## src/hdl/pcct_fifo.sv

```systemverilog
// Small flop-based FIFO with one write and one read per cycle.
// Used between the classifier and the transform; depends on nothing else.
module pcct_fifo #(
	parameter int WIDTH = 8,
	parameter int DEPTH = 8
) (
	input  logic                             clk,
	input  logic                             arst_n,
	input  logic                             push,
	input  logic [WIDTH-1:0]                 wdata,
	input  logic                             pop,
	output logic [WIDTH-1:0]                 rdata,
	output logic                             empty,
	output logic [$clog2(DEPTH+1)-1:0]       level
);

	localparam int PTR_BITS   = $clog2(DEPTH);
	localparam int LEVEL_BITS = $clog2(DEPTH + 1);

	logic [WIDTH-1:0]      mem_q [DEPTH];
	logic [PTR_BITS-1:0]   wr_ptr_q;
	logic [PTR_BITS-1:0]   rd_ptr_q;
	logic [LEVEL_BITS-1:0] level_q;
	logic                  do_pop;

	function automatic logic [PTR_BITS-1:0] ptr_inc(input logic [PTR_BITS-1:0] p);
		ptr_inc = (p == PTR_BITS'(DEPTH - 1)) ? '0 : p + PTR_BITS'(1);
	endfunction

	assign do_pop = pop && (level_q != '0);
	assign empty  = (level_q == '0);
	assign level  = level_q;
	assign rdata  = mem_q[rd_ptr_q];

	// Storage is written at the tail only.
	always_ff @(posedge clk) begin
		if (push) begin
			mem_q[wr_ptr_q] <= wdata;
		end
	end

	// Pointers and fill level.
	always_ff @(posedge clk or negedge arst_n) begin
		if (!arst_n) begin
			wr_ptr_q <= '0;
			rd_ptr_q <= '0;
			level_q  <= '0;
		end else begin
			if (push) begin
				wr_ptr_q <= ptr_inc(wr_ptr_q);
			end
			if (do_pop) begin
				rd_ptr_q <= ptr_inc(rd_ptr_q);
			end
			level_q <= level_q + LEVEL_BITS'(push) - LEVEL_BITS'(do_pop);
		end
	end

endmodule

```

## config.mk

```make
export PLATFORM = sky130hd
export DESIGN_NAME = pcct_fifo
export DESIGN_NICKNAME = d
export VERILOG_FILES = /design/src/hdl/pcct_fifo.sv
export SDC_FILE = /design/constraint.sdc
export NUM_CORES = 1
export LEC_CHECK = 0
export CORE_MARGIN = 5
export CORE_UTILIZATION = 35
export CTS_CLUSTER_SIZE = 40
export DETAILED_ROUTE_END_ITERATION = 16
export DONT_BUFFER_PORTS = 1
export PLACE_DENSITY = 0.53
export SETUP_SLACK_MARGIN = 0.02
export SKIP_CTS_REPAIR_TIMING = 1
export SLEW_MARGIN = 20
export SYNTH_ARGS = -nofsm -noshare
export SYNTH_HDL_FRONTEND = slang
export SYNTH_SLANG_ARGS = --single-unit
```

## constraint.sdc

```tcl
create_clock -name clk -period 2.9 [get_ports clk]
set_input_delay 0.145 -clock clk [delete_from_list [all_inputs] [get_ports clk]]
set_output_delay 0.145 -clock clk [all_outputs]
set_load 0.02 [all_outputs]
```

======== Yosys cells after proc, flatten, opt, wreduce, memory -nomap -nowiden ========
Memory sizes are Yosys's and may differ from the RTL's.
Cells that the tools add are included.
operators by class
  add/subtract/negate cells ............... 4
  equality and inequality tests ........... 2
  multiplexer cells ....................... 4
  reduce and logical (&&, ||, !) cells .... 3
operators with widths
  cell                   number
  $add A3 B1 Y3 const B  2
  $eq A3 B3 Y1 const B   2
  $mux W3                2
  $add A4 B1 Y4          1
  $logic_not A4 Y1       1
  $reduce_bool A4 Y1     1
  $sub A4 B1 Y4          1
  $mux W1                2
  $logic_and A1 B1 Y1    1
word-level totals
  register bits after elaboration ......... 10
  memory bits (writable) .................. 64
  bits of input ports ..................... 12
  memories kept ........................... 1
memory list
  name   words  bits a word  rd ports  clocked after memory_dff  write ports  line  source
  mem_q  8      8            1         0                         1            20    logic [WIDTH-1:0] mem_q [DEPTH];

======== Longest topological paths before layout ========
Gate-level depths: netlist of run 1.
  depth in word-level cells ............... 3
  mapped depth ............................ 11
  gate-level depth less buffers ........... 11

======== Worst setup path after synthesis of run 1 ========
Ideal clock, no wire load.
  path type ............................... reg-to-reg
  start ................................... reg level_q[2] (netlist: level[2])
  end ..................................... reg level_q[2] (netlist: level[2])
  data arrival time ....................... 2.524 ns
  path slack .............................. 0.254 ns
  stages on the path, launching flop included .. 11
  buffers on the path ..................... 0
  clock period less this slack ............ 2.646 ns
  cells stage by stage .................... dfrtp_1 > inv_1 > ha_1 > nor3b_1 > nand2b_1 > inv_1 > ha_1 > inv_1 > ha_1 > fa_1 > xor2_1
on the way
  longest elaborated chain between the ends .. 3
ends and longest elaborated chain
  element                 line  source
  start, declared         23    logic [LEVEL_BITS-1:0] level_q;
  start signal, assigned  55    level_q <= level_q + LEVEL_BITS'(push) - LEVEL_BITS'(do_pop);
  $reduce_bool A4 Y1      30    assign do_pop = pop && (level_q != '0);
  $logic_and A1 B1 Y1     30
  named net do_pop        24    logic do_pop;
  $sub A4 B1 Y4           55
The timed path passes the listed nets, and every way through them passes these cells.
A chain may end at the register's enable or synchronous reset.

======== Worst setup path in the final report of run 1 ========
  start ................................... reg level_q[2] (netlist: level[2])
  end ..................................... reg level_q[3] (netlist: level[3])
The elaborated chain is that of the path after synthesis.

==> metrics.txt, run 1 <==
RSZ-0062 raised after global routing no; Sw Ratio 0.319; Bufs on Longest Clock Path 2; Synth Cell Area between 0.003 and 0.004 sq mm; Max-Cap Viols 0; Core Footprint 0.00864 sq mm; synth warn 0; share of layout cells above drive strength 1 0.247; skew final ~0.0072 ns; die width between 100 and 150 microns; launching point of the worst reg2reg path level[2]; number of H-tree levels 3; CP Cell Sequence inv_1 > ha_1 > nor3b_1 > nand2b_1 > inv_1 > ha_1 > inv_1 > ha_1 > a21o_1 > a21oi_1 > xor2_1; Fin Setup TNS 0 ns; largest net degree at the start of global routing 20; number of global-route vias before repair approximately 1,500; slowest stage delay, CP between 0.4 and 0.5 ns; crit path buf inv count 3; initial antenna violation count 0; CP arrival around 2.7 ns; most frequent cells in the layout 64 x edfxtp_1, 10 x dlygate4sd3_1, 10 x dfrtp_1; CP max stage cell dfrtp_1; DRC 0; vias per inst a little under 5; Critical Path Source Type flop; final worst slack roughly 0.49 ns; initial DRC count a little over 40; pwr/cell area approximately 1000 mW/mm^2; critical-path maximum fanout 4; CTS root buf clkbuf_8; Worst-path clk slew approximately 0.08 ns; total iterations of the first detailed-routing run 4; Max VDD drop 371 uV; Num CTS Buffers 9; FMAX between 0.4 and 0.5 GHz; Crit Path Category reg -> reg; GRT Total Usage 0.100; fin crit period about 2.4 ns; reg2reg setup slack between 0.4 and 0.5 ns; Slew Limit Headroom 0.336; # nets final about 200; number of diodes 0; Reg power frac 0.441; num ports 25; clk sinks 74; combinational share of power 0.312; first-pass GRT wire length a little over 8000 microns; Yosys reg bits 74; Crit. Startpoint level[2]; Via Count 1,375; Tcrit/Tclk final 0.833; synthesized area per cell 20.5 sq um; critical path's top delay family adder cells; FP Rows 34; grt ovf 0; antenna viol nets, final 0; Synthesized Nets about 170; Worst Hold Class in -> reg; actual slew at the worst max-slew pin between 0.9 and 1 ns; status completed; design area 0.00354 sq mm; Buffers on Ports 0; Slew Limit Fails 0; Hold Vio Cnt, Final 0; commonest non-fill, non-tap cell in the layout edfxtp_1; Worst Reg2Reg Path Length in Cells 11; leak pwr around 1.3 nW; Synth Instances 150; Tot Pwr about 3.6 mW; nature of the critical path endpoint flop; Placement Setup Slack 0.482 ns; P&R area growth vs syn 15.2%; net switching power 1.14 mW; TritonCTS clock tree yes; wire length per cell between 15 and 20 microns; initial core utilization 0.356; RePlAce Congestion approximately 0.66; DIE HEIGHT 104 microns; # setup viols final 0; HPWL after DPL approximately 3400 microns; WL final a little over 5000 microns; area of the multi-input gates 826 sq um; fill count ~770; Int Power approximately 2.4 mW; Synth cell types 25; CP Depth 11; Clk Latency, worst-skew pair 0.34 ns; die area between 0.01 and 0.015 sq mm; Register Area about 0.0022 sq mm; WP data required around 3.2 ns; DP Area approximately 0.0032 sq mm; CP endpoint level[3]; Clk pwr share 0.246; share of the yosys chip area belonging to registers 0.707; reg-to-reg endpoint level[3]
==> kinds of logic (layout without fill, tap and decap cells) <==
family	Yosys count	after routing	synth area share
simple gates	19	19	0.0297
flops	74	74	0.707
fa+ha+maj	10	10	0.0432
compound gates	3	3	0.00570
xor+xnor	2	2	0.00570
buf+inv	13	41	0.0240
mux	29	29	0.185
==> stage by stage <==
step | hold slack (ns) | util | std cells
5_1_grt | 0.167 | 0.410 | 286
4_1_cts | -0.529 | 0.398 | 276
2_1_floorplan | -0.151 | - | 150
6_report | 0.157 | 0.410 | 286
3_5_place_dp | -0.150 | 0.372 | 260
3_3_place_gp | -0.150 | 0.372 | 260
==> per-layer routing <==
metal	vias to the layer above	global-route usage	part of all wire
met3	8	0.0410	0.045
met5	-	0	0
met1	703	0.114	0.41
met4	0	0.0389	0.015
li1	642	-	-
met2	22	0.168	0.53
==> registers in the layout, summed over array words and instances (netlist names) <==
register,cells
rd_ptr_q,3
level,4
wr_ptr_q,3
mem_q,64
==> cells in the mapped netlist <==
| master | instances | share of area |
|---|---|---|
| a21oi_1 | 1 | 0.0016 |
| edfxtp_1 | 64 | 0.63 |
| fa_1 | 1 | 0.0065 |
| nor2_1 | 8 | 0.0098 |
| ha_1 | 9 | 0.037 |
| dfrtp_1 | 10 | 0.081 |
| buf_1 | 1 | 0.0012 |
| a21o_1 | 1 | 0.0024 |
| nor3b_1 | 1 | 0.0024 |
| nand3b_1 | 1 | 0.0024 |
| mux2_4 | 8 | 0.039 |
| o21ai_0 | 1 | 0.0016 |
| buf_2 | 1 | 0.0016 |
| nand2b_1 | 3 | 0.0061 |
| nor2b_1 | 1 | 0.0020 |
| inv_1 | 8 | 0.0098 |
| buf_6 | 1 | 0.0037 |
| xor2_1 | 2 | 0.0057 |
| nand2_1 | 3 | 0.0037 |
| buf_12 | 1 | 0.0065 |
| mux4_1 | 8 | 0.068 |
| nor3_1 | 2 | 0.0033 |
| mux2_2 | 5 | 0.018 |
| mux4_2 | 8 | 0.059 |
| clkbuf_1 | 1 | 0.0012 |
==> area by class of cell <==
cell class,instances,area share
multi-input combinational,63,0.233
tap,108,0.0382
inverter,8,0.00848
clock inverter,7,0.0283
clock buffer,9,0.0350
timing repair buffer,17,0.0431
sequential,74,0.614
==> how the worst min path moves through the flow <==
stage	from	to	slack (ns)	depth (start not counted)
2_1_floorplan	arst_n	level[0]	-0.15	0
3_3_place_gp	arst_n	wr_ptr_q[1]	-0.15	0
3_5_place_dp	arst_n	wr_ptr_q[2]	-0.15	0
4_1_cts	arst_n	wr_ptr_q[0]	-0.53	0
5_1_grt	pop	rd_ptr_q[0]	0.17	2
6_report	pop	rd_ptr_q[1]	0.16	2
==> power groups by stage <==
| stage | Clock, mW | Combinational (mW) | Sequential [mW] |
|---|---|---|---|
| finish | 0.877 | 1.11 | 1.57 |
| global route | 0.938 | 1.23 | 1.60 |
| CTS | 0.893 | 1.12 | 1.58 |
| detailed placement | 0 | 1.12 | 1.61 |
| global placement | 0 | 1.07 | 1.59 |
| floorplan | 0 | 1.01 | 1.49 |
==> worst reg2reg max path: stages, from the launching register on <==
cell and delay (ns):
dfrtp_1 0.46, inv_1 0.12, ha_1 0.14, nor3b_1 0.24
nand2b_1 0.24, inv_1 0.07, ha_1 0.27, inv_1 0.04
ha_1 0.20, a21o_1 0.19, a21oi_1 0.19, xor2_1 0.18
Note: power is estimated with default switching activity, not from simulation.
==> run 2: changes to the inputs <==
--- a/config.mk
+++ b/config.mk
@@ -10,7 +10,7 @@
 export CTS_CLUSTER_SIZE = 40
 export DETAILED_ROUTE_END_ITERATION = 16
 export DONT_BUFFER_PORTS = 1
-export PLACE_DENSITY = 0.53
+export PLACE_DENSITY = 0.55
 export SETUP_SLACK_MARGIN = 0.02
 export SKIP_CTS_REPAIR_TIMING = 1
 export SLEW_MARGIN = 20
==> constraint.sdc (replaced) <==
create_clock -name clk -period 2.2 [get_ports clk]
set_input_delay 0.11 -clock clk [delete_from_list [all_inputs] [get_ports clk]]
set_output_delay 0.11 -clock clk [all_outputs]
set_load 0.02 [all_outputs]
==> run 2 against run 1 <==
Power is 37% higher. Utilization is 1.6 points higher. Global-route usage grew 0.39 points. Clock power up 33%. Die area stayed put. Design area up 4.0%. Register-to-register slack worse by 0.31 ns. Largest power group unchanged. Cell count up 4.2%.
==> metrics.txt, run 2 (synthesized netlist as in run 1, its figures left out) <==
most frequent cells in the layout 64 x edfxtp_1, 18 x buf_4, 10 x dlygate4sd3_1; Crit Path Category reg -> out; num ports 25; largest net degree at the start of global routing 20; design area ~0.0037 sq mm; FMAX about 0.5 GHz; DP Area between 0.003 and 0.004 sq mm; HPWL after DPL between 3000 and 4000 microns; leak pwr ~1.3 nW; Top reg by flops mem_q; status completed; Hold Vio Cnt, Final 0; Worst Reg2Reg Path Length in Cells 10; total iterations of the first detailed-routing run 4; die width around 100 microns; # setup viols final 0; Worst-path clk slew 0.08 ns; Via Count roughly 1,500; reg2reg setup slack approximately 0.18 ns; Bufs on Longest Clock Path 2; share of layout cells above drive strength 1 0.349; CP arrival slightly below 2 ns; WL final 5510 microns; Max VDD drop around 730 uV; clk sinks between 70 and 80; Clk Latency, worst-skew pair ~0.34 ns; DRC 0; min-delay src pop; cell depth of the worst hold path 3; fill count 757; die area roughly 0.011 sq mm; Core Footprint around 0.0086 sq mm; GRT Total Usage 0.104; CTS root buf clkbuf_8; launching point of the worst reg2reg path level[3]; nature of the critical path endpoint primary output; number of H-tree levels 3; initial DRC count just over 50; RePlAce Congestion a little over 0.7; reg-to-reg endpoint level[2]; skew final ~0.009 ns; actual slew at the worst max-slew pin 0.793 ns; Critical Path Source Type flop; fin crit period 2.05 ns; Max-Cap Viols 0; WP data required between 2 and 2.5 ns; initial antenna violation count 1; initial core utilization 0.356; Num CTS Buffers 9; FP Rows 34; number of flip-flops in the largest register 64; Hold Path End rd_ptr_q[1]; grt ovf 0; Worst Hold Class in -> reg; commonest non-fill, non-tap cell in the layout edfxtp_1; Tcrit/Tclk final 0.934; Slew Limit Fails 0; P&R area growth vs syn 19.8%; number of global-route vias before repair 1,515; DIE HEIGHT a little over 100 microns; critical-path maximum fanout 18; pwr/cell area between 1000 and 1500 mW/mm^2; # nets final roughly 210; Slew Limit Headroom 0.471; antenna viol nets, final 0; final core utilization 0.426; TritonCTS clock tree yes; Buffers on Ports 0; wire length per cell around 19 microns; first-pass GRT wire length approximately 8300 microns; vias per inst 4.89
==> run 2: where the power goes <==
part	internal [mW]	switching, mW
sequential	1.81	0.191
combinational	0.866	0.863
clock	0.648	0.518
total	3.32	1.57
==> run 2: per-layer routing <==
metal | global-route usage | share of wire | vias up
met5 | 0 | 0 | -
li1 | - | - | 664
met4 | 0.0500 | 0.020 | 0
met1 | 0.119 | 0.41 | 754
met2 | 0.173 | 0.53 | 30
met3 | 0.0379 | 0.042 | 9
==> run 2: worst max-delay path by stage <==
| stage | from | to | slack (ns) |
|---|---|---|---|
| after floorplan | level[2] | level[2] | -0.01 |
| after global placement | level[2] | level[2] | 0.20 |
| after detailed placement | level[3] | level[2] | 0.13 |
| after CTS | rd_ptr_q[2] | rdata[2] | 0.08 |
| after global routing | level[3] | level[3] | -0.002 |
| final | rd_ptr_q[2] | rdata[2] | 0.15 |
==> run 2: layout make-up <==
| class | instances | area (sq um) | area share |
|---|---|---|---|
| tap | 108 | 135 | 0.0367 |
| clock inverter | 7 | 100 | 0.0272 |
| timing repair buffer | 28 | 235 | 0.0639 |
| sequential | 74 | 2170 | 0.591 |
| inverter | 8 | 30.0 | 0.00816 |
| clock buffer | 9 | 124 | 0.0337 |
| multi-input combinational | 63 | 878 | 0.239 |
| antenna | 1 | 2.50 | 0.000680 |
==> run 2: per-stage QoR <==
step	setup slack, ns	hold WS [ns]	setup TNS (ns)	power [mW]	instances
4_1_cts	0.0767	-0.566	0	4.92	286
3_5_place_dp	0.129	-0.185	0	3.75	270
5_1_grt	-0.00231	0.0833	-0.00231	5.18	298
3_3_place_gp	0.201	-0.185	0	3.67	270
6_report	0.146	0.0977	0	4.89	298
2_1_floorplan	-0.0130	-0.186	-0.0130	3.37	150
==> run 2: critical path: stages, from the launching register on <==
cell,delay [ns]
dfrtp_1,0.86
mux4_1,0.41
mux2_4,0.33
