==> src/hdl/pcct_pkg.sv <==
// Shared types and constants of the point cloud crop and transform block.
// Used by every module under hdl but pcct_fifo; depends on nothing else.
package pcct_pkg;

	// Field widths fixed by the item formats.
	localparam int COORD_BITS     = 24;
	localparam int COEF_BITS      = 16;
	localparam int TRANS_BITS     = 21;
	localparam int RANGE_BITS     = 48;
	localparam int COUNT_BITS     = 20;
	localparam int STRIDE_BITS    = 7;
	localparam int PHASE_BITS     = 6;
	localparam int INTENSITY_BITS = 8;
	localparam int CFG_INDEX_BITS = 3;
	localparam int CFG_DATA_BITS  = 63;
	localparam int ROT_BITS       = 3 * COEF_BITS;
	localparam int MAX_STRIDE     = 64;

	// Queue depths and their level widths.
	localparam int MID_DEPTH      = 8;
	localparam int MID_LEVEL_BITS = $clog2(MID_DEPTH + 1);
	localparam int RQ_DEPTH       = 8;
	localparam int RQ_LEVEL_BITS  = $clog2(RQ_DEPTH + 1);

	// Configuration register indexes.
	localparam logic [CFG_INDEX_BITS-1:0] REG_ROT_X      = 3'd0;
	localparam logic [CFG_INDEX_BITS-1:0] REG_ROT_Y      = 3'd1;
	localparam logic [CFG_INDEX_BITS-1:0] REG_ROT_Z      = 3'd2;
	localparam logic [CFG_INDEX_BITS-1:0] REG_TRANS      = 3'd3;
	localparam logic [CFG_INDEX_BITS-1:0] REG_MIN_RANGE  = 3'd4;
	localparam logic [CFG_INDEX_BITS-1:0] REG_MAX_RANGE  = 3'd5;
	localparam logic [CFG_INDEX_BITS-1:0] REG_MAX_POINTS = 3'd6;
	localparam logic [CFG_INDEX_BITS-1:0] REG_STRIDE     = 3'd7;

	// Record kinds of a result.
	localparam logic REC_POINT = 1'b0;
	localparam logic REC_COUNT = 1'b1;

	typedef struct packed {
		logic                          point_valid;
		logic signed [COORD_BITS-1:0]  x_in;
		logic signed [COORD_BITS-1:0]  y_in;
		logic signed [COORD_BITS-1:0]  z_in;
		logic                          end_of_row;
		logic                          end_of_frame;
	} in_item_t;

	typedef struct packed {
		logic                          record_kind;
		logic signed [COORD_BITS-1:0]  x_out;
		logic signed [COORD_BITS-1:0]  y_out;
		logic signed [COORD_BITS-1:0]  z_out;
		logic [INTENSITY_BITS-1:0]     intensity;
		logic [COUNT_BITS-1:0]         point_count;
		logic                          last_of_run;
	} out_item_t;

	typedef struct packed {
		logic [ROT_BITS-1:0]           rot_x;
		logic [ROT_BITS-1:0]           rot_y;
		logic [ROT_BITS-1:0]           rot_z;
		logic [3*TRANS_BITS-1:0]       trans;
		logic [RANGE_BITS-1:0]         range_floor;
		logic [RANGE_BITS-1:0]         range_ceil;
		logic [COUNT_BITS-1:0]         point_cap;
		logic [STRIDE_BITS-1:0]        sample_step;
	} cfg_t;

	// Classified item handed from the front to the back.
	typedef struct packed {
		logic                          emit_point;
		logic                          end_frame;
		logic [COUNT_BITS-1:0]         count;
		logic signed [COORD_BITS-1:0]  x;
		logic signed [COORD_BITS-1:0]  y;
		logic signed [COORD_BITS-1:0]  z;
	} work_t;

	localparam cfg_t CFG_RESET = '{
		rot_x:       48'd16384,
		rot_y:       48'd1073741824,
		rot_z:       48'd70368744177664,
		trans:       63'd0,
		range_floor: 48'd670761,
		range_ceil:  48'd10485760000,
		point_cap:   20'd20000,
		sample_step: 7'd1
	};

endpackage

==> src/hdl/pcct_front.sv <==
// Front part: sampling phases, squared range check and point cap.
// Depends on pcct_pkg; feeds classified items into the middle queue.
module pcct_front (
	input  logic               clk,
	input  logic               arst_n,
	input  pcct_pkg::cfg_t     cfg,
	input  logic               accept,
	input  pcct_pkg::in_item_t point,
	output logic [1:0]         inflight,
	output logic               work_push,
	output pcct_pkg::work_t    work
);

	localparam int CB     = pcct_pkg::COORD_BITS;
	localparam int SQ_BITS = 2 * CB;
	localparam int PB     = pcct_pkg::PHASE_BITS;
	localparam int SB     = pcct_pkg::STRIDE_BITS;
	localparam int NB     = pcct_pkg::COUNT_BITS;
	localparam int RB     = pcct_pkg::RANGE_BITS;

	logic [SB-1:0] stride_eff;
	logic [PB-1:0] row_phase_q;
	logic [PB-1:0] col_phase_q;
	logic [SB-1:0] row_inc;
	logic [SB-1:0] col_inc;
	logic [PB-1:0] row_next;
	logic [PB-1:0] col_next;
	logic          keep;

	logic                 vld_s1, vld_s2, vld_s3;
	logic                 keep_s1, keep_s2, keep_s3;
	logic                 eof_s1, eof_s2, eof_s3;
	logic signed [CB-1:0] x_s1, y_s1, z_s1;
	logic signed [CB-1:0] x_s2, y_s2, z_s2;
	logic signed [CB-1:0] x_s3, y_s3, z_s3;
	logic [CB-1:0]        ax_s1, ay_s1, az_s1;
	logic [SQ_BITS-1:0]   sx_s2, sy_s2, sz_s2;
	logic [SQ_BITS-1:0]   r2_s3;

	logic [NB-1:0] count_q;
	logic          cap_reached_q;
	logic [NB-1:0] cap_eff;
	logic [NB-1:0] count_inc;
	logic          in_band;
	logic          emit;

	function automatic logic [CB-1:0] mag(input logic signed [CB-1:0] v);
		mag = v[CB-1] ? CB'(~v + CB'(1)) : CB'(v);
	endfunction

	// A stride of zero acts as one, anything above the maximum as the maximum.
	always_comb begin
		if (cfg.sample_step == '0) begin
			stride_eff = SB'(1);
		end else if (cfg.sample_step > SB'(pcct_pkg::MAX_STRIDE)) begin
			stride_eff = SB'(pcct_pkg::MAX_STRIDE);
		end else begin
			stride_eff = cfg.sample_step;
		end
	end

	// Phase advance; a phase at or above the stride wraps on its next step.
	assign row_inc  = {1'b0, row_phase_q} + SB'(1);
	assign col_inc  = {1'b0, col_phase_q} + SB'(1);
	assign row_next = (row_inc >= stride_eff) ? '0 : row_inc[PB-1:0];
	assign col_next = (col_inc >= stride_eff) ? '0 : col_inc[PB-1:0];
	assign keep     = (row_phase_q == '0) && (col_phase_q == '0) && point.point_valid;

	always_ff @(posedge clk or negedge arst_n) begin
		if (!arst_n) begin
			row_phase_q <= '0;
			col_phase_q <= '0;
		end else if (accept) begin
			if (point.end_of_frame) begin
				row_phase_q <= '0;
				col_phase_q <= '0;
			end else if (point.end_of_row) begin
				row_phase_q <= row_next;
				col_phase_q <= '0;
			end else begin
				col_phase_q <= col_next;
			end
		end
	end

	// Stage valid bits; this pipeline never stalls.
	always_ff @(posedge clk or negedge arst_n) begin
		if (!arst_n) begin
			vld_s1 <= 1'b0;
			vld_s2 <= 1'b0;
			vld_s3 <= 1'b0;
		end else begin
			vld_s1 <= accept;
			vld_s2 <= vld_s1;
			vld_s3 <= vld_s2;
		end
	end

	assign inflight = 2'(vld_s1) + 2'(vld_s2) + 2'(vld_s3);

	// Stage 1 takes magnitudes, stage 2 squares them, stage 3 sums.
	always_ff @(posedge clk) begin
		keep_s1 <= keep;
		eof_s1  <= point.end_of_frame;
		x_s1    <= point.x_in;
		y_s1    <= point.y_in;
		z_s1    <= point.z_in;
		ax_s1   <= mag(point.x_in);
		ay_s1   <= mag(point.y_in);
		az_s1   <= mag(point.z_in);

		keep_s2 <= keep_s1;
		eof_s2  <= eof_s1;
		x_s2    <= x_s1;
		y_s2    <= y_s1;
		z_s2    <= z_s1;
		sx_s2   <= SQ_BITS'(ax_s1) * SQ_BITS'(ax_s1);
		sy_s2   <= SQ_BITS'(ay_s1) * SQ_BITS'(ay_s1);
		sz_s2   <= SQ_BITS'(az_s1) * SQ_BITS'(az_s1);

		keep_s3 <= keep_s2;
		eof_s3  <= eof_s2;
		x_s3    <= x_s2;
		y_s3    <= y_s2;
		z_s3    <= z_s2;
		r2_s3   <= sx_s2 + sy_s2 + sz_s2;
	end

	// Band check and cap decision; a cap of zero acts as one.
	assign cap_eff   = (cfg.point_cap == '0) ? NB'(1) : cfg.point_cap;
	assign in_band   = (RB'(r2_s3) >= cfg.range_floor) && (RB'(r2_s3) <= cfg.range_ceil);
	assign emit      = vld_s3 && keep_s3 && in_band && !cap_reached_q && (count_q < cap_eff);
	assign count_inc = count_q + NB'(emit);

	always_ff @(posedge clk or negedge arst_n) begin
		if (!arst_n) begin
			count_q       <= '0;
			cap_reached_q <= 1'b0;
		end else if (vld_s3) begin
			if (eof_s3) begin
				count_q       <= '0;
				cap_reached_q <= 1'b0;
			end else if (emit) begin
				count_q       <= count_inc;
				cap_reached_q <= cap_reached_q || (count_inc >= cap_eff);
			end
		end
	end

	// Only items that cause a result travel on.
	assign work_push       = vld_s3 && (emit || eof_s3);
	assign work.emit_point = emit;
	assign work.end_frame  = eof_s3;
	assign work.count      = count_inc;
	assign work.x          = x_s3;
	assign work.y          = y_s3;
	assign work.z          = z_s3;

endmodule

==> config.mk <==
export PLATFORM = sky130hd
export DESIGN_NAME = pcct_front
export DESIGN_NICKNAME = d
export VERILOG_FILES = /design/src/hdl/pcct_pkg.sv /design/src/hdl/pcct_front.sv
export SDC_FILE = /design/constraint.sdc
export NUM_CORES = 2
export LEC_CHECK = 0
export ABC_AREA = 1
export ABC_CLOCK_PERIOD_IN_PS = 8770
export BUFFER_PORTS_ARGS = -buffer_cell sky130_fd_sc_hd__buf_4
export CORE_UTILIZATION = 50
export DETAILED_ROUTE_END_ITERATION = 10
export HOLD_SLACK_MARGIN = 0.02
export PLACE_DENSITY = 0.69
export SETUP_SLACK_MARGIN = 0.05
export SKIP_LAST_GASP = 1
export SYNTH_ARGS = -nofsm -noshare
export SYNTH_HDL_FRONTEND = slang
export SYNTH_SLANG_ARGS = --single-unit
==> constraint.sdc <==
create_clock -name clk -period 8.77 [get_ports clk]
set_input_delay 2.1925 -clock clk [delete_from_list [all_inputs] [get_ports clk]]
set_output_delay 2.1925 -clock clk [all_outputs]
set_load 0.01 [all_outputs]
# [After elaboration in Yosys (flattened, before gate mapping)]
# Index checks and enable logic that the tools add are counted.
[totals] register_bits=522 latchBits=0 ramBits=0 mem_bits_ro=0 in_bits=408 n_memories=0
[op_classes] addsub=10 multipliers=3 div_mod_pow=0 n_lt_le_gt_ge=7 eq_ne=0 n_shift=0 mux=16 n_bitwise=3 n_reduce_logical=19
[ops] cell="multiplier 24 x 24 -> 48 bit" count=3
[ops] cell="adder 48 bit" count=2
[ops] cell="adder 24 x 2 -> 24 bit, second input constant" count=3
[ops] cell="NOT 24 bit" count=3
[ops] cell="2-to-1 mux 23 bit" count=3
[ops] cell="2-to-1 mux 20 bit" count=3
[ops] cell=">= comparator 48 bit" count=1
[ops] cell="less-or-equal comparator 48 bit" count=1
[ops] cell="2-to-1 mux 6 bit" count=6
[ops] cell="adder 20 x 1 -> 20 bit" count=1
[ops] cell=">= comparator 20 bit" count=1
[ops] cell="zero test 20 bit" count=1
[ops] cell="< comparator 20 bit" count=1
[ops] cell="adder 6 x 1 -> 7 bit, second input constant" count=2
[ops] cell=">= comparator 7 bit" count=2
[ops] cell="2-to-1 mux 7 bit" count=2
[ops] cell="zero test 6 bit" count=2
[ops] cell="logical AND 1 bit" count=8
[ops] cell="greater-than comparator 7 bit, second input constant" count=1
[ops] cell="zero test 7 bit" count=1
[ops] cell="AND reduction 2 bit" count=2
[ops] cell="nonzero test 2 bit" count=2
[ops] cell="adder 1 x 1 -> 2 bit" count=1
[ops] cell="adder 2 x 1 -> 2 bit" count=1
[ops] cell="other kinds (3)" count=5

# [Depth between registers and ports, before layout]
[depth] word_depth=10 depth_mapped=40 mapped_depth_nobuf=40

# [Worst setup path before layout]
# OpenSTA, ideal clock, no wires.
[synth_path] path_type="in2out" from="input cfg[114] in the netlist's numbering" to="output work[88] in the netlist's numbering" t_arrival_ps=4841 slack_ps=1736 path_stages=25 path_buffers=0 cell_sequence="inv_1 -> ha_1 -> nand2_2 -> nor2_4 -> nand2_2 -> nor3_4 -> and2_1 -> nand2_1 -> nand3_1 -> nand2_1 -> nor2_1 -> nand2_1 -> inv_1 -> ha_1 -> ha_1 -> nand2_1 -> nor2_2 -> nand3_2 -> nor3_4 -> nand3b_1 -> nor2_2 -> nand2_1 -> nor2_2 -> xnor2_1 -> inv_1"
[synth_lines] item="start: declaration" line_no="pcct_front.sv:6" text="input pcct_pkg::cfg_t cfg,"
[synth_lines] item="end: declaration" line_no="pcct_front.sv:11" text="output pcct_pkg::work_t work"

==> impl_metrics.sql <==
INSERT INTO impl_metrics (metric_group, metric, value, unit) VALUES
('outcome', 'outcome', 'complete, no violations', ''),
('clock_tree', 'cts_setup_buffers', '0', ''),
('drt', 'drc', '0', ''),
('clock_tree', 'cts_tree', 'built', ''),
('drt', 'post_drt_via_cell_ratio', '4.946', ''),
('clock_tree', 'ctsRootBufferMaster', 'clkbuf_16', ''),
('worst_setup_path', 'critPathArrivalTime', '6.00', 'ns'),
('sta', 'grt_setup_unrepaired', 'false', ''),
('floorplanning', 'design.die.area', '0.1434', 'sq mm'),
('worst_setup_path', 'critPathLaunchType', 'input pin', ''),
('hold_path', 'min-delay-start', 'z_s1[1]', ''),
('drt', 'via_count', '52150', ''),
('clock_tree', 'cts_made_buffers', '55', ''),
('place', 'place_ws', '0.4592', 'ns'),
('global_routing', 'grt_overflow', '0', ''),
('layout', 'syn2layout_area_growth', '8.970', '%'),
('drt', 'detail-route-antenna-nets', '0', ''),
('logic_synthesis', 'synthesis.yosys.warnings', '0', ''),
('sta', 'fin_crit_sh', '0.9342', ''),
('logic_synthesis', 'synth.avg_cell_area', '8.489', 'sq um'),
('logic_synthesis', 'yosysSeqAreaShare', '0.1473', ''),
('logic_synthesis', 'synth_cells', '8355', ''),
('sta', 'upper_clock_frequency_limit', '122.1', 'MHz'),
('global_routing', 'groute.usage.overall', '0.2461', ''),
('floorplanning', 'start_util', '0.5065', ''),
('clock_tree', 'cts-htree-levels', '2', ''),
('logic_synthesis', 'async_flop_share', '0.07018', ''),
('layout', 'number_of_nets_in_the_layout', '11080', ''),
('floorplanning', 'dieWidth', '378.6', 'microns'),
('place', 'hpwl', '145.1', 'mm'),
('clock_tree', 'worst_skew_pair.late_latency', '0.69', 'ns'),
('global_routing', 'antenna_found_initial', '2', ''),
('sta', 'fin_tns_setup', '0', 'ns'),
('place', 'place.port_buffers', '297', ''),
('worst_setup_path', 'setup.worst_path.end_class', 'output pin', ''),
('global_routing', 'grt_max_degree', '37', ''),
('clock_tree', 'clockBufferDepth', '3', ''),
('sta', 'worst_pin_slew', '1.175', 'ns'),
('sta', 'setup_viol', '0', ''),
('drt', 'wl_per_cell', '16.03', 'microns'),
('flow_run', 'timing.max_cap.violations', '0', ''),
('drt', 'drt_iter0_drc', '2957', ''),
('floorplanning', 'i_o_pins', '505', ''),
('logic_synthesis', 'mappedNetlistArea', '0.07093', 'sq mm'),
('global_routing', 'grt_pass1_wl', '282.4', 'mm'),
('logic_synthesis', 'synth_enable_flop_cells', '0', ''),
('clock_tree', 'clkSinkCount', '513', ''),
('worst_setup_path', 'r2r_start', 'ax_s1[9]', ''),
('hold_path', 'timing.hold.worst.class', 'flop to flop', ''),
('logic_synthesis', 'synth_cell_types', '55', ''),
('worst_setup_path', 'critPathLaunch', 'cfg[72]', ''),
('worst_setup_path', 'crit_fanout', '4', ''),
('layout', 'antenna_cells', '0', ''),
('sta', 'finalHoldViolations', '0', ''),
('sta', 'slew_viol_final', '0', ''),
('clock_tree', 'ctsResizeCount', '0', ''),
('logic_synthesis', 'synthFlopType', 'dfxtp_1', ''),
('clock_tree', 'cts.reportedPaths.clkPinSlew', '0.06', 'ns'),
('drt', 'drt_total_wl', '169.0', 'mm'),
('floorplanning', 'core_region_area', '0.1400', 'sq mm'),
('sta', 'fin_worst_skew', '0.03456', 'ns'),
('drt', 'dr.pass1.iters', '5', ''),
('sta', 'timing.final.crit_period', '8.193', 'ns'),
('sta', 'maxSlewHeadroom', '0.2157', ''),
('worst_setup_path', 'critPathKind', 'input pin to output pin', ''),
('clock_tree', 'cts_hold_buffers', '0', ''),
('worst_setup_path', 'required', '6.58', 'ns'),
('floorplanning', 'die_y', '378.6', 'microns'),
('global_routing', 'first_global_vias', '55700', ''),
('layout', 'layout-drive-gt1-share', '0.06092', ''),
('sta', 'postLayoutSetupSlackWorst', '0.5771', 'ns'),
('logic_synthesis', 'postSynthRegisterBits', '513', ''),
('floorplanning', 'fp-row-count', '137', ''),
('place', 'gp_routability_congestion', '0.9591', '');
[path summary, 6_finish.rpt]
kind	end	slack, ns	depth (start not counted)
worst max-delay path	work[88]	0.58	26
worst min-delay path	z_s2[1]	0.32	0
worst max register to register	sx_s2[43]	1.35	25
worst min register to register	z_s2[1]	0.32	0
max in group asynchronous	count_q[9]	6.92	1
min in group asynchronous	count_q[12]	1.50	1
[cells in the mapped netlist, types with 17 or more instances]
master    number  area (sq um)
a21oi_1      303          1516
nor3_1        39         195.2
inv_1       2529          9493
a21o_1        36         270.3
xnor2_1      106         928.4
o21ai_0      136         680.7
inv_2         23         86.33
ha_1         730          9134
nand3_1      132         660.6
o21ai_1       52         260.3
dfrtp_1       36         900.9
fa_1        1315         26330
clkbuf_1     157         589.3
dfxtp_1      477          9549
a31oi_1       39         244.0
nand4_1       36         225.2
nand2_1     1445          5424
nor2_1       416          1562
xor2_1       185          1620
o21a_1        20         150.1
nor4_1        17         106.4
[routing by layer]
layer | vias up | wire length (microns) | global-route usage
met5 | - | 0 | 0
met4 | 0 | 4055 | 0.06142
met3 | 231 | 9193 | 0.02746
met2 | 1339 | 80570 | 0.4140
met1 | 25690 | 75140 | 0.3383
li1 | 24890 | - | -
[flip-flops by register name, summed over array words and instances, names as in the netlist, 47 cells and up]
signal	cells
r2_s3	48
sx_s2	47
sy_s2	47
sz_s2	47
[final cells by class]
class                      instances  area [sq um]
fill                           12870         62760
timing repair buffer             375          2815
multi-input combinational       5128         50260
clock buffer                      74          1549
tap                             1876          2347
sequential                       513         10450
clock inverter                    25         290.3
inverter                        2552          9579
[through the flow]
step / instances / hold WS (ns) / util / instance area, sq um
after floorplan: 8357 / 0.3096 / - / 70930
after global placement: 10440 / 0.3096 / 0.5388 / 75450
after detailed placement: 10440 / 0.3121 / 0.5388 / 75450
after CTS: 10540 / 0.3257 / 0.5519 / 77290
after global routing: 10540 / 0.3312 / 0.5519 / 77290
final: 10540 / 0.3227 / 0.5519 / 77290
[worst max-delay path, stage by stage]
cell and delay, ns:
buf_4 0.08, inv_1 0.03, ha_1 0.28, nand2_1 0.08, nor2_1 0.15, nand2_1 0.10
nor2_1 0.49, nand2_1 0.14, nor2_1 0.13, nor2_1 0.06, nor2_1 0.21, nand2_1 0.13
inv_1 0.10, ha_1 0.16, ha_1 0.16, nand2_1 0.11, nor2_2 0.17, nand3_2 0.16
nor3_4 0.19, nand3b_1 0.15, nor2_2 0.13, nand2_1 0.07, nor2_2 0.10, xnor2_1 0.15
inv_1 0.12, buf_4 0.17
[logic make-up after synthesis]
logic type,synth area share
XOR/XNOR,0.03593
adder cells (fa/ha/maj),0.4999
flip-flops,0.1473
AND/OR/NAND/NOR,0.1209
buffers and inverters,0.1442
AO/OA/AOI/OAI,0.05165
other,0.00005287
[placed cells by master, fill, tap and decap left out, types with 8 or more instances in the layout]
| cell type | instances |
|---|---|
| ha_1 | 730 |
| dfxtp_1 | 477 |
| o21ai_1 | 52 |
| clkbuf_1 | 10 |
| fa_1 | 1315 |
| o211ai_1 | 8 |
| buf_4 | 375 |
| xnor2_1 | 106 |
| a31oi_1 | 39 |
| o21bai_1 | 13 |
| and3_1 | 8 |
| nor4_1 | 17 |
| nor3_1 | 39 |
| nor3_2 | 9 |
| o21a_1 | 20 |
| nor2_1 | 416 |
| nand4_1 | 36 |
| a21o_1 | 36 |
| nand2_1 | 1445 |
| clkbuf_16 | 56 |
| inv_1 | 2529 |
| o21ai_0 | 136 |
| nand3_1 | 132 |
| xor2_1 | 185 |
| a21oi_1 | 303 |
| clkbuf_8 | 8 |
| dfrtp_1 | 36 |
| or2_2 | 9 |
| inv_2 | 23 |
Power is not shown: default switching activity piles up to over one toggle a cycle in this logic, so the estimate is an artifact.
