[src/hdl/pcct_pkg.sv]
// Shared types and constants of the point cloud crop and transform block.
// Used by every module under hdl but pcct_fifo; depends on nothing else.
package pcct_pkg;

	// Field widths fixed by the item formats.
	localparam int COORD_BITS     = 24;
	localparam int COEF_BITS      = 16;
	localparam int TRANS_BITS     = 21;
	localparam int RANGE_BITS     = 48;
	localparam int COUNT_BITS     = 20;
	localparam int STRIDE_BITS    = 7;
	localparam int PHASE_BITS     = 6;
	localparam int INTENSITY_BITS = 8;
	localparam int CFG_INDEX_BITS = 3;
	localparam int CFG_DATA_BITS  = 63;
	localparam int ROT_BITS       = 3 * COEF_BITS;
	localparam int MAX_STRIDE     = 64;

	// Queue depths and their level widths.
	localparam int MID_DEPTH      = 8;
	localparam int MID_LEVEL_BITS = $clog2(MID_DEPTH + 1);
	localparam int RQ_DEPTH       = 8;
	localparam int RQ_LEVEL_BITS  = $clog2(RQ_DEPTH + 1);

	// Configuration register indexes.
	localparam logic [CFG_INDEX_BITS-1:0] REG_ROT_X      = 3'd0;
	localparam logic [CFG_INDEX_BITS-1:0] REG_ROT_Y      = 3'd1;
	localparam logic [CFG_INDEX_BITS-1:0] REG_ROT_Z      = 3'd2;
	localparam logic [CFG_INDEX_BITS-1:0] REG_TRANS      = 3'd3;
	localparam logic [CFG_INDEX_BITS-1:0] REG_MIN_RANGE  = 3'd4;
	localparam logic [CFG_INDEX_BITS-1:0] REG_MAX_RANGE  = 3'd5;
	localparam logic [CFG_INDEX_BITS-1:0] REG_MAX_POINTS = 3'd6;
	localparam logic [CFG_INDEX_BITS-1:0] REG_STRIDE     = 3'd7;

	// Record kinds of a result.
	localparam logic REC_POINT = 1'b0;
	localparam logic REC_COUNT = 1'b1;

	typedef struct packed {
		logic                          point_valid;
		logic signed [COORD_BITS-1:0]  x_in;
		logic signed [COORD_BITS-1:0]  y_in;
		logic signed [COORD_BITS-1:0]  z_in;
		logic                          end_of_row;
		logic                          end_of_frame;
	} in_item_t;

	typedef struct packed {
		logic                          record_kind;
		logic signed [COORD_BITS-1:0]  x_out;
		logic signed [COORD_BITS-1:0]  y_out;
		logic signed [COORD_BITS-1:0]  z_out;
		logic [INTENSITY_BITS-1:0]     intensity;
		logic [COUNT_BITS-1:0]         point_count;
		logic                          last_of_run;
	} out_item_t;

	typedef struct packed {
		logic [ROT_BITS-1:0]           rot_x;
		logic [ROT_BITS-1:0]           rot_y;
		logic [ROT_BITS-1:0]           rot_z;
		logic [3*TRANS_BITS-1:0]       trans;
		logic [RANGE_BITS-1:0]         range_floor;
		logic [RANGE_BITS-1:0]         range_ceil;
		logic [COUNT_BITS-1:0]         point_cap;
		logic [STRIDE_BITS-1:0]        sample_step;
	} cfg_t;

	// Classified item handed from the front to the back.
	typedef struct packed {
		logic                          emit_point;
		logic                          end_frame;
		logic [COUNT_BITS-1:0]         count;
		logic signed [COORD_BITS-1:0]  x;
		logic signed [COORD_BITS-1:0]  y;
		logic signed [COORD_BITS-1:0]  z;
	} work_t;

	localparam cfg_t CFG_RESET = '{
		rot_x:       48'd16384,
		rot_y:       48'd1073741824,
		rot_z:       48'd70368744177664,
		trans:       63'd0,
		range_floor: 48'd670761,
		range_ceil:  48'd10485760000,
		point_cap:   20'd20000,
		sample_step: 7'd1
	};

endpackage

[src/hdl/pcct_rq.sv]
// Result queue: takes up to two results per cycle and hands out one.
// Depends on pcct_pkg for the result type.
module pcct_rq #(
	parameter int DEPTH = 8
) (
	input  logic                          clk,
	input  logic                          arst_n,
	input  logic [1:0]                    push_count,
	input  pcct_pkg::out_item_t           wdata0,
	input  pcct_pkg::out_item_t           wdata1,
	input  logic                          pop,
	output pcct_pkg::out_item_t           rdata,
	output logic                          empty,
	output logic [$clog2(DEPTH+1)-1:0]    level
);

	localparam int PTR_BITS   = $clog2(DEPTH);
	localparam int LEVEL_BITS = $clog2(DEPTH + 1);

	pcct_pkg::out_item_t   mem_q [DEPTH];
	logic [PTR_BITS-1:0]   wr_ptr_q;
	logic [PTR_BITS-1:0]   rd_ptr_q;
	logic [LEVEL_BITS-1:0] level_q;
	logic [PTR_BITS-1:0]   wr_ptr1;
	logic [PTR_BITS-1:0]   wr_ptr2;
	logic                  do_pop;

	function automatic logic [PTR_BITS-1:0] ptr_inc(input logic [PTR_BITS-1:0] p);
		ptr_inc = (p == PTR_BITS'(DEPTH - 1)) ? '0 : p + PTR_BITS'(1);
	endfunction

	assign wr_ptr1 = ptr_inc(wr_ptr_q);
	assign wr_ptr2 = ptr_inc(wr_ptr1);
	assign do_pop  = pop && (level_q != '0);
	assign empty   = (level_q == '0);
	assign level   = level_q;
	assign rdata   = mem_q[rd_ptr_q];

	// The first result goes to the tail, a second one right behind it.
	always_ff @(posedge clk) begin
		if (push_count != 2'd0) begin
			mem_q[wr_ptr_q] <= wdata0;
		end
		if (push_count == 2'd2) begin
			mem_q[wr_ptr1] <= wdata1;
		end
	end

	always_ff @(posedge clk or negedge arst_n) begin
		if (!arst_n) begin
			wr_ptr_q <= '0;
			rd_ptr_q <= '0;
			level_q  <= '0;
		end else begin
			case (push_count)
				2'd1: wr_ptr_q <= wr_ptr1;
				2'd2: wr_ptr_q <= wr_ptr2;
				default: wr_ptr_q <= wr_ptr_q;
			endcase
			if (do_pop) begin
				rd_ptr_q <= ptr_inc(rd_ptr_q);
			end
			level_q <= level_q + LEVEL_BITS'(push_count) - LEVEL_BITS'(do_pop);
		end
	end

endmodule
[config.mk]
export PLATFORM = sky130hd
export DESIGN_NAME = pcct_rq
export DESIGN_NICKNAME = d
export VERILOG_FILES = /design/src/hdl/pcct_pkg.sv /design/src/hdl/pcct_rq.sv
export SDC_FILE = /design/constraint.sdc
export NUM_CORES = 1
export LEC_CHECK = 0
export ABC_AREA = 1
export ABC_CLOCK_PERIOD_IN_PS = 9540
export BUFFER_PORTS_ARGS = -buffer_cell sky130_fd_sc_hd__buf_2
export CELL_PAD_IN_SITES_DETAIL_PLACEMENT = 1
export CELL_PAD_IN_SITES_GLOBAL_PLACEMENT = 1
export CORE_MARGIN = 2
export CORE_UTILIZATION = 35
export CTS_BUF_LIST = sky130_fd_sc_hd__clkbuf_16
export DETAILED_ROUTE_END_ITERATION = 7
export HOLD_SLACK_MARGIN = 0.12
export PLACE_DENSITY = 0.69
export SYNTH_ARGS = -nofsm -noshare
export SYNTH_HDL_FRONTEND = slang
export SYNTH_SLANG_ARGS = --single-unit
[constraint.sdc]
create_clock -name clk -period 9.54 [get_ports clk]
set_input_delay 1.431 -clock clk [delete_from_list [all_inputs] [get_ports clk]]
set_output_delay 1.431 -clock clk [all_outputs]
set_load 0.05 [all_outputs]
Word level (Yosys, flattened, before mapping)
Memory sizes are Yosys's and may differ from the RTL's. Index checks and enable logic that the tools add are counted.

Equality and inequality tests: 5. Add/sub/neg operators: 5. Mux-type cells: 8. Reductions and logical operators: 5.

Operators by type and width (count): 3-bit by 1-bit adder with 3-bit output (second input constant) (3); 3-bit == test (second input constant) (3); 3-bit two-way mux (3); 3-bit case mux with 2 select lines (1); 4-bit by 2-bit adder with 4-bit output (1); 4-bit logical NOT (1); 1-bit two-way mux (4); 2-bit nonzero test (2); 4-bit nonzero test (1); 4-bit by 1-bit subtractor with 4-bit output (1); 2-bit by 1-bit == test with 1-bit output (second input constant) (1); 2-bit == test (second input constant) (1); 1-bit logical AND (1).

Memories: 1. Logic and storage cells: 27. Bits in registers: 10. Memory bits (writable): 816.

Memories: mem_q (depth 8, bits a word 102, read ports 1, clocked after memory_dff 0, write ports 2, line pcct_rq.sv:20) `pcct_pkg::out_item_t mem_q [DEPTH];`.

Depth between registers and ports, before layout
Gate-level depths: netlist of the first run.

Word-level depth: 5. Mapped depth: 11. Gate-level depth less buffers: 11.

Worst setup path before layout of the first run
No wires, ideal clock.

Path type: input-to-reg. From: in push_count[0]. To: mem mem_q[3][0] (netlist name) (enable). Arrival: 8.943 ns. Setup slack: -0.107 ns. Stages on the path: 5. Required time: 8.836 ns. Cells stage by stage: inv_1 > ha_1 > inv_1 > nand2_1 > o21ai_0.

RTL lines: start: declaration (line pcct_rq.sv:8) `input logic [1:0] push_count,`; end: declaration (line pcct_rq.sv:20).

==> impl_metrics.prom, run 1 <==
# TYPE chip_impl_metric gauge
chip_impl_metric{name="first_pass_grt_wire_length",unit="mm"} 235.6
chip_impl_info{name="synth_most_common_cell",value="nand2_1"} 1
chip_impl_metric{name="clock_tree.buffer_depth",unit=""} 3
chip_impl_metric{name="die_h",unit="µm"} 362.6
chip_impl_metric{name="utilization",unit=""} 0.3963
chip_impl_metric{name="max_freq",unit="MHz"} 176.1
chip_impl_metric{name="setup-violations-final",unit=""} 0
chip_impl_info{name="most_used_flip_flop_cell_after_synthesis",value="edfxtp_1"} 1
chip_impl_metric{name="post-route-min-period",unit="ns"} 5.678
chip_impl_metric{name="postSynthAreaPerCell",unit="µm²"} 7.964
chip_impl_metric{name="syn_area",unit="µm²"} 45010
chip_impl_metric{name="max_stage_delay",unit="ns"} 0.95
chip_impl_info{name="timing.critical_path.mode_cell",value="nand2_1"} 1
chip_impl_metric{name="area.growth.synth_to_final",unit="%"} 12.30
chip_impl_metric{name="yosys_register_bits",unit=""} 826
chip_impl_metric{name="fin_area",unit="µm²"} 50540
chip_impl_metric{name="power_leakage",unit="nW"} 23.69
chip_impl_metric{name="slew_violations",unit=""} 0
chip_impl_info{name="hp-class",value="in2async"} 1
chip_impl_metric{name="numPortBuffers",unit=""} 315
chip_impl_metric{name="dp.final_hpwl",unit="mm"} 89.28
chip_impl_metric{name="irDropWorstVdd",unit="mV"} 0.3143
chip_impl_metric{name="start_util",unit=""} 0.3529
chip_impl_metric{name="cts_setup_buffers",unit=""} 0
chip_impl_metric{name="timing.critical_path.arrival",unit="ns"} 4.25
chip_impl_metric{name="gp_congestion",unit=""} 0.7766
chip_impl_metric{name="combPwrFrac",unit=""} 0.460
chip_impl_metric{name="powerDensity",unit="nW/µm²"} 327.0
chip_impl_metric{name="antenna_left",unit=""} 0
chip_impl_metric{name="max-cap-violations",unit=""} 0
chip_impl_info{name="critPathCaptureType",value="output port"} 1
chip_impl_metric{name="drtIter0Drc",unit=""} 2617
chip_impl_metric{name="yosys.area_share.adder",unit=""} 0.005171
chip_impl_metric{name="syn-num-nets",unit=""} 5878
chip_impl_metric{name="internal_power",unit="mW"} 8.730
chip_impl_metric{name="synth.yosys.seq_area_share",unit=""} 0.5500
chip_impl_metric{name="crit_fanout",unit=""} 192
chip_impl_metric{name="viasPerCell",unit=""} 5.043
chip_impl_info{name="synth_commonest_cells",value="nand2_1, inv_1, edfxtp_1"} 1
chip_impl_info{name="cp-start-kind",value="register"} 1
chip_impl_metric{name="yosys.area.top_type_share",unit=""} 0.5445
chip_impl_metric{name="synth_cell_types",unit=""} 25
chip_impl_metric{name="boundaryPins",unit=""} 316
chip_impl_metric{name="hold_fix_buffer_count_after_cts",unit=""} 0
chip_impl_info{name="dominant_combinational_cell_family_by_area_after_synthesis",value="simple AND/OR/NAND/NOR gates"} 1
chip_impl_metric{name="fill_cell_total_of_the_finished_layout",unit=""} 15330
chip_impl_metric{name="clk-insertion-delay-late",unit="ns"} 0.68
chip_impl_info{name="run_status",value="finished, final reports clean"} 1
chip_impl_metric{name="dieArea",unit="µm²"} 131500
chip_impl_metric{name="critical_path_required",unit="ns"} 8.11
chip_impl_metric{name="power.share.sequential",unit=""} 0.332
chip_impl_metric{name="finalCritPeriodShare",unit=""} 0.5951
chip_impl_metric{name="synth_compound_area_frac",unit=""} 0.09266
chip_impl_metric{name="final.hold.worst_slack",unit="ns"} 0.6444
chip_impl_metric{name="grt_use_total",unit=""} 0.2351
chip_impl_metric{name="die_w",unit="µm"} 362.6
chip_impl_metric{name="count_of_mapped_cells_out_of_synthesis",unit=""} 5651
chip_impl_metric{name="drtPass1Iterations",unit=""} 5
chip_impl_metric{name="fin_skew",unit="ns"} 0.01920
chip_impl_metric{name="yosysWarningCount",unit=""} 0
chip_impl_metric{name="post-route-drc-count",unit=""} 0
chip_impl_info{name="setup.worst_path.class",value="reg2out"} 1
chip_impl_info{name="tritoncts",value="built"} 1
chip_impl_info{name="critical_path.cell_chain",value="buf_12, buf_4, nand2_1, nand3_1, nand2_1, nand2_1, nand2_1, buf_2"} 1
chip_impl_metric{name="clock-sinks",unit=""} 826
chip_impl_metric{name="design.final.nets",unit=""} 6005
chip_impl_metric{name="post_cts_resize_count",unit=""} 0
chip_impl_info{name="post-synth-top-area-cell",value="edfxtp_1"} 1
chip_impl_metric{name="synth_async_reset_ratio",unit=""} 0.01211
chip_impl_metric{name="detail_route.wl_per_cell",unit="µm"} 20.69
chip_impl_metric{name="routed_wl",unit="mm"} 155.4
chip_impl_metric{name="synth_xor_area_frac",unit=""} 0.0003892
chip_impl_metric{name="rows",unit=""} 131
chip_impl_info{name="grt_setup_unrepaired",value="no"} 1
chip_impl_metric{name="final.setup.worst_slack",unit="ns"} 3.862
chip_impl_metric{name="cts_htree_levels",unit=""} 3
chip_impl_metric{name="final_hold_viol_count",unit=""} 0
chip_impl_metric{name="cts_buffer_count",unit=""} 96
chip_impl_metric{name="pre_cts_slack",unit="ns"} 4.541
chip_impl_metric{name="first_global_vias",unit=""} 39050
chip_impl_metric{name="gr-total-overflow",unit=""} 0
chip_impl_metric{name="synthMuxAreaShare",unit=""} 0
chip_impl_metric{name="timing.max_slew.rel_slack",unit=""} 0.1666
chip_impl_metric{name="clock_power_share",unit=""} 0.208
chip_impl_metric{name="synth-edff-count",unit=""} 816
chip_impl_info{name="critical_path.slowest_cell",value="buf_4"} 1
chip_impl_metric{name="synth-simple-area-share",unit=""} 0.2289
chip_impl_metric{name="via_total_after_detailed_routing",unit=""} 37880
chip_impl_metric{name="fp.coreArea",unit="µm²"} 127500
chip_impl_metric{name="drive_above_1_share",unit=""} 0.08847
chip_impl_metric{name="grt_start_max_net_pins",unit=""} 193
chip_impl_metric{name="placed_cell_area",unit="µm²"} 47700
chip_impl_metric{name="net-switching-power",unit="mW"} 7.796
chip_impl_metric{name="antenna_found_initial",unit=""} 13
chip_impl_info{name="clk_root_buffer_cell",value="clkbuf_16"} 1
chip_impl_metric{name="power_switching_share",unit=""} 0.4717
chip_impl_info{name="synth.top_cells.by_area",value="edfxtp_1, nand2_1, inv_1"} 1
chip_impl_metric{name="worst_pin_slew",unit="ns"} 1.247
chip_impl_metric{name="worst_setup_hold_path_clk_slew",unit="ns"} 0.06
==> layout make-up <==
class | count | area [µm²] | share of cell area
clock buffers | 98 | 2452 | 0.04852
multi-input cells | 3439 | 14880 | 0.2944
clock inverters | 66 | 372.9 | 0.007378
well taps | 1662 | 2079 | 0.04115
diodes | 5 | 12.51 | 0.0002476
flip-flops and latches | 826 | 24770 | 0.4900
repair buffers | 363 | 2012 | 0.03981
inverters | 1052 | 3969 | 0.07853
==> layer usage <==
layer,up-vias,part of all wire,track usage,wire length [µm]
li1,18050,-,-,-
met1,18740,0.46,0.3213,71590
met5,-,0.00023,0,35
met2,900,0.47,0.3959,72690
met3,182,0.055,0.03228,8471
met4,6,0.017,0.05166,2625
==> stage by stage <==
stage / cells / power (mW) / setup TNS [ns]
after floorplan: 5651 / 10.83 / -43.34
after global placement: 7342 / 13.08 / 0
after detailed placement: 7342 / 13.25 / 0
after CTS: 7506 / 16.72 / 0
after global routing: 7508 / 17.55 / 0
final: 7511 / 16.53 / 0
==> layout by cell type, fill, tap and decap left out, drive strengths merged <==
cell | netlist | layout
dfrtp | 10 | 10
nand2 | 2165 | 2165
ha | 17 | 17
or2 | 1 | 1
edfxtp | 816 | 816
diode | 0 | 5
bufinv | 0 | 2
fa | 1 | 1
clkinv | 1 | 35
o22ai | 5 | 5
xor2 | 1 | 1
nand3 | 412 | 412
a21oi | 1 | 1
xnor2 | 1 | 1
buf | 211 | 363
nor2 | 9 | 9
clkbuf | 123 | 98
inv | 1051 | 1081
o21ai | 826 | 826
==> critical path: cells and delay by family, from the launching register on <==
family / cells / cell delay, ns
buffers and inverters: 3 / 1.96
DFF: 1 / 0.88
and+or+nand+nor: 5 / 0.56
==> worst paths after layout <==
kind	endpoint	slack, ns	startpoint	cells past startpoint
setup / recovery	rdata[49]	3.86	rd_ptr_q[0]	8
hold / removal	level[0]	0.64	arst_n	1
setup reg to reg	mem_q[6][61]	5.36	wr_ptr_q[0]	8
hold reg to reg	wr_ptr_q[0]	0.67	wr_ptr_q[0]	2
max in group asynchronous	rd_ptr_q[2]	8.59	arst_n	1
min in group clk	wr_ptr_q[0]	0.67	wr_ptr_q[0]	2
==> power by group through the flow <==
stage | combinational (mW) | clock (mW) | sequential (mW)
floorplan | 5.14 | 0 | 5.69
global placement | 7.54 | 0 | 5.54
detailed placement | 7.67 | 0 | 5.57
CTS | 7.71 | 3.51 | 5.50
global route | 8.33 | 3.64 | 5.57
finish | 7.60 | 3.43 | 5.49
==> sequential cells by signal, indices dropped and copies added, names as in the netlist <==
register,cells
level,4
mem_q,816
rd_ptr_q,3
wr_ptr_q,3
==> kinds of logic (layout without fill, tap and decap cells) <==
kind of cell / Yosys count / in the layout
compound gates: 832 / 832
buf+inv: 1386 / 1579
xor+xnor: 2 / 2
other cells: 0 / 5
simple gates: 2587 / 2587
flops: 826 / 826
fa+ha+maj: 18 / 18
(Power assumes the default switching activity.)
==> run 2: changes to the inputs <==
--- a/config.mk
+++ b/config.mk
@@ -6,7 +6,7 @@
 export NUM_CORES = 1
 export LEC_CHECK = 0
 export ABC_AREA = 1
-export ABC_CLOCK_PERIOD_IN_PS = 9540
+export ABC_CLOCK_PERIOD_IN_PS = 5500
 export BUFFER_PORTS_ARGS = -buffer_cell sky130_fd_sc_hd__buf_2
 export CELL_PAD_IN_SITES_DETAIL_PLACEMENT = 1
 export CELL_PAD_IN_SITES_GLOBAL_PLACEMENT = 1
==> constraint.sdc (replaced) <==
create_clock -name clk -period 5.5 [get_ports clk]
set_input_delay 0.825 -clock clk [delete_from_list [all_inputs] [get_ports clk]]
set_output_delay 0.825 -clock clk [all_outputs]
set_load 0.05 [all_outputs]
==> run 2 against run 1 <==
  * Non-clock buffer count increased by 12
  * Die area unchanged
  * Sequential share of layout area decreased by 0.65 points
  * Via count is essentially flat
  * Wire length down 1.5%
  * Critical endpoint is now rdata[101]
  * Largest power group unchanged
==> impl_metrics.prom, run 2 (synthesis gave the netlist of run 1 again) <==
# TYPE chip_impl_metric gauge
chip_impl_info{name="run_status",value="finished, final reports clean"} 1
chip_impl_metric{name="die_h",unit="µm"} 362.6
chip_impl_metric{name="via_total_after_detailed_routing",unit=""} 37900
chip_impl_metric{name="clk-insertion-delay-late",unit="ns"} 0.68
chip_impl_metric{name="grt_use_total",unit=""} 0.2317
chip_impl_metric{name="die_w",unit="µm"} 362.6
chip_impl_metric{name="placedCellCount",unit=""} 7353
chip_impl_metric{name="routed_wl",unit="mm"} 153.1
chip_impl_metric{name="critical_path_required",unit="ns"} 4.68
chip_impl_metric{name="gp_congestion",unit=""} 0.7637
chip_impl_info{name="hp-class",value="in2reg"} 1
chip_impl_metric{name="gr-total-overflow",unit=""} 0
chip_impl_metric{name="powerDensity",unit="nW/µm²"} 571.7
chip_impl_metric{name="post-route-drc-count",unit=""} 0
chip_impl_info{name="grt_setup_unrepaired",value="no"} 1
chip_impl_metric{name="post-route-min-period",unit="ns"} 4.648
chip_impl_metric{name="finish.cell_count_without_fillers",unit=""} 7553
chip_impl_metric{name="detail_route.wl_per_cell",unit="µm"} 20.28
chip_impl_metric{name="largest_register_ffs",unit=""} 816
chip_impl_metric{name="rows",unit=""} 131
chip_impl_metric{name="setup-violations-final",unit=""} 0
chip_impl_metric{name="max-cap-violations",unit=""} 0
chip_impl_metric{name="cts_htree_levels",unit=""} 3
chip_impl_metric{name="fill_cell_total_of_the_finished_layout",unit=""} 15310
chip_impl_metric{name="timing.critical_path.arrival",unit="ns"} 3.82
chip_impl_metric{name="slew_violations",unit=""} 0
chip_impl_metric{name="combined_area_of_the_multi_input_logic_cells",unit="µm²"} 14880
chip_impl_metric{name="drtPass1Iterations",unit=""} 5
chip_impl_metric{name="area.growth.synth_to_final",unit="%"} 13.81
chip_impl_metric{name="irDropWorstVdd",unit="mV"} 0.4504
chip_impl_info{name="tritoncts",value="built"} 1
chip_impl_info{name="critPathCaptureType",value="output port"} 1
chip_impl_metric{name="timing.max_slew.rel_slack",unit=""} 0.2132
chip_impl_metric{name="power_leakage",unit="nW"} 23.98
chip_impl_metric{name="boundaryPins",unit=""} 316
chip_impl_metric{name="drtIter0Drc",unit=""} 2608
chip_impl_metric{name="cts_buffer_count",unit=""} 100
chip_impl_metric{name="fin_skew",unit="ns"} 0.01931
chip_impl_metric{name="first_pass_grt_wire_length",unit="mm"} 231.6
chip_impl_metric{name="worst_pin_slew",unit="ns"} 1.180
chip_impl_metric{name="design.final.nets",unit=""} 6021
chip_impl_metric{name="grt_start_max_net_pins",unit=""} 199
chip_impl_info{name="registers.top_by_ff_count",value="mem_q"} 1
chip_impl_metric{name="antenna_left",unit=""} 0
chip_impl_metric{name="crit_fanout",unit=""} 156
chip_impl_metric{name="clock-sinks",unit=""} 826
chip_impl_metric{name="antenna_found_initial",unit=""} 34
chip_impl_info{name="layout_commonest_cell",value="nand2_1"} 1
chip_impl_metric{name="numPortBuffers",unit=""} 315
chip_impl_info{name="mostFrequentLayoutCells",value="nand2_1, inv_1, edfxtp_1, o21ai_0, nand3_1"} 1
chip_impl_metric{name="max_freq",unit="MHz"} 215.1
chip_impl_metric{name="finalCritPeriodShare",unit=""} 0.8451
chip_impl_metric{name="final_hold_viol_count",unit=""} 0
chip_impl_info{name="setup.worst_path.class",value="reg2out"} 1
chip_impl_metric{name="start_util",unit=""} 0.3529
chip_impl_metric{name="fp.coreArea",unit="µm²"} 127500
chip_impl_info{name="cp-start-kind",value="register"} 1
chip_impl_metric{name="first_global_vias",unit=""} 39230
chip_impl_metric{name="viasPerCell",unit=""} 5.017
chip_impl_metric{name="worst_setup_hold_path_clk_slew",unit="ns"} 0.06
chip_impl_metric{name="drive_above_1_share",unit=""} 0.09294
chip_impl_metric{name="post-layout-total-power",unit="mW"} 29.28
chip_impl_metric{name="dieArea",unit="µm²"} 131500
chip_impl_metric{name="post_cts_resize_count",unit=""} 0
chip_impl_metric{name="regArea",unit="µm²"} 24770
chip_impl_metric{name="clock_tree.buffer_depth",unit=""} 3
chip_impl_info{name="clk_root_buffer_cell",value="clkbuf_16"} 1
chip_impl_metric{name="dp.final_hpwl",unit="mm"} 89.12
run 2: cell types whose count changed in the layout (fill, tap and decap cells not counted), moves of 2 or more:
cell	change
buf_12	+16
buf_4	-5
bufinv_16	+8
clkbuf_16	+4
clkinv_1	+2
clkinv_2	+6
diode_2	+11
run 2: final timing paths:
path | start | to | slack, ns | cells after the start
worst max-delay path | rd_ptr_q[0] | rdata[101] | 0.85 | 8
worst min-delay path | push_count[0] | level[0] | 0.38 | 2
worst max register to register | wr_ptr_q[0] | mem_q[3][71] | 1.91 | 8
worst min register to register | wr_ptr_q[2] | wr_ptr_q[2] | 0.68 | 2
max in group asynchronous | arst_n | rd_ptr_q[0] | 4.50 | 2
min in group asynchronous | arst_n | level[0] | 0.62 | 2
run 2: final cells by class:
| class | count | area share |
|---|---|---|
| well taps | 1662 | 0.04060 |
| flip-flops and latches | 826 | 0.4835 |
| multi-input cells | 3439 | 0.2904 |
| repair buffers | 375 | 0.04499 |
| diodes | 16 | 0.0007817 |
| clock inverters | 81 | 0.01238 |
| clock buffers | 102 | 0.04983 |
| inverters | 1052 | 0.07748 |
run 2: power by group:
group	switching (mW)	internal, mW
combinational	10.3	2.95
sequential	0.491	8.99
clock	2.73	3.81
run 2: what timing repair did:
action / in CTS / in global routing
buffers inserted: 0 / 0
hold buffers: 1 / 0
hold endpoints to repair: 10 / 0
run 2: routing by layer:
metal | vias to the layer above | global-route usage | part of all wire
li1 | 18120 | - | -
met1 | 18620 | 0.3074 | 0.45
met2 | 867 | 0.3896 | 0.47
met3 | 259 | 0.04213 | 0.057
met4 | 32 | 0.05931 | 0.024
met5 | - | 0 | 0.0013
run 2: worst max-delay path: stages (launching register included):
cell and delay, ns:
dfrtp_4 0.80, inv_8 0.88, buf_4 0.52, nand2_1 0.12, nand3_1 0.09, nand2_1 0.09
nand2_1 0.06, nand2_1 0.17, buf_2 0.26
run 2: stage by stage:
step	TNS (ns)	setup WS (ns)	hold slack, ns	instance area [µm²]	util
after floorplan	-292.79	-1.435	0.5294	45030	-
after global placement	0	1.551	0.6471	47980	0.3763
after detailed placement	0	1.535	0.6661	47980	0.3763
after CTS	0	0.7936	0.3403	51180	0.4014
after global routing	0	0.5992	0.3702	51200	0.4015
final	0	0.8518	0.3833	51220	0.4017
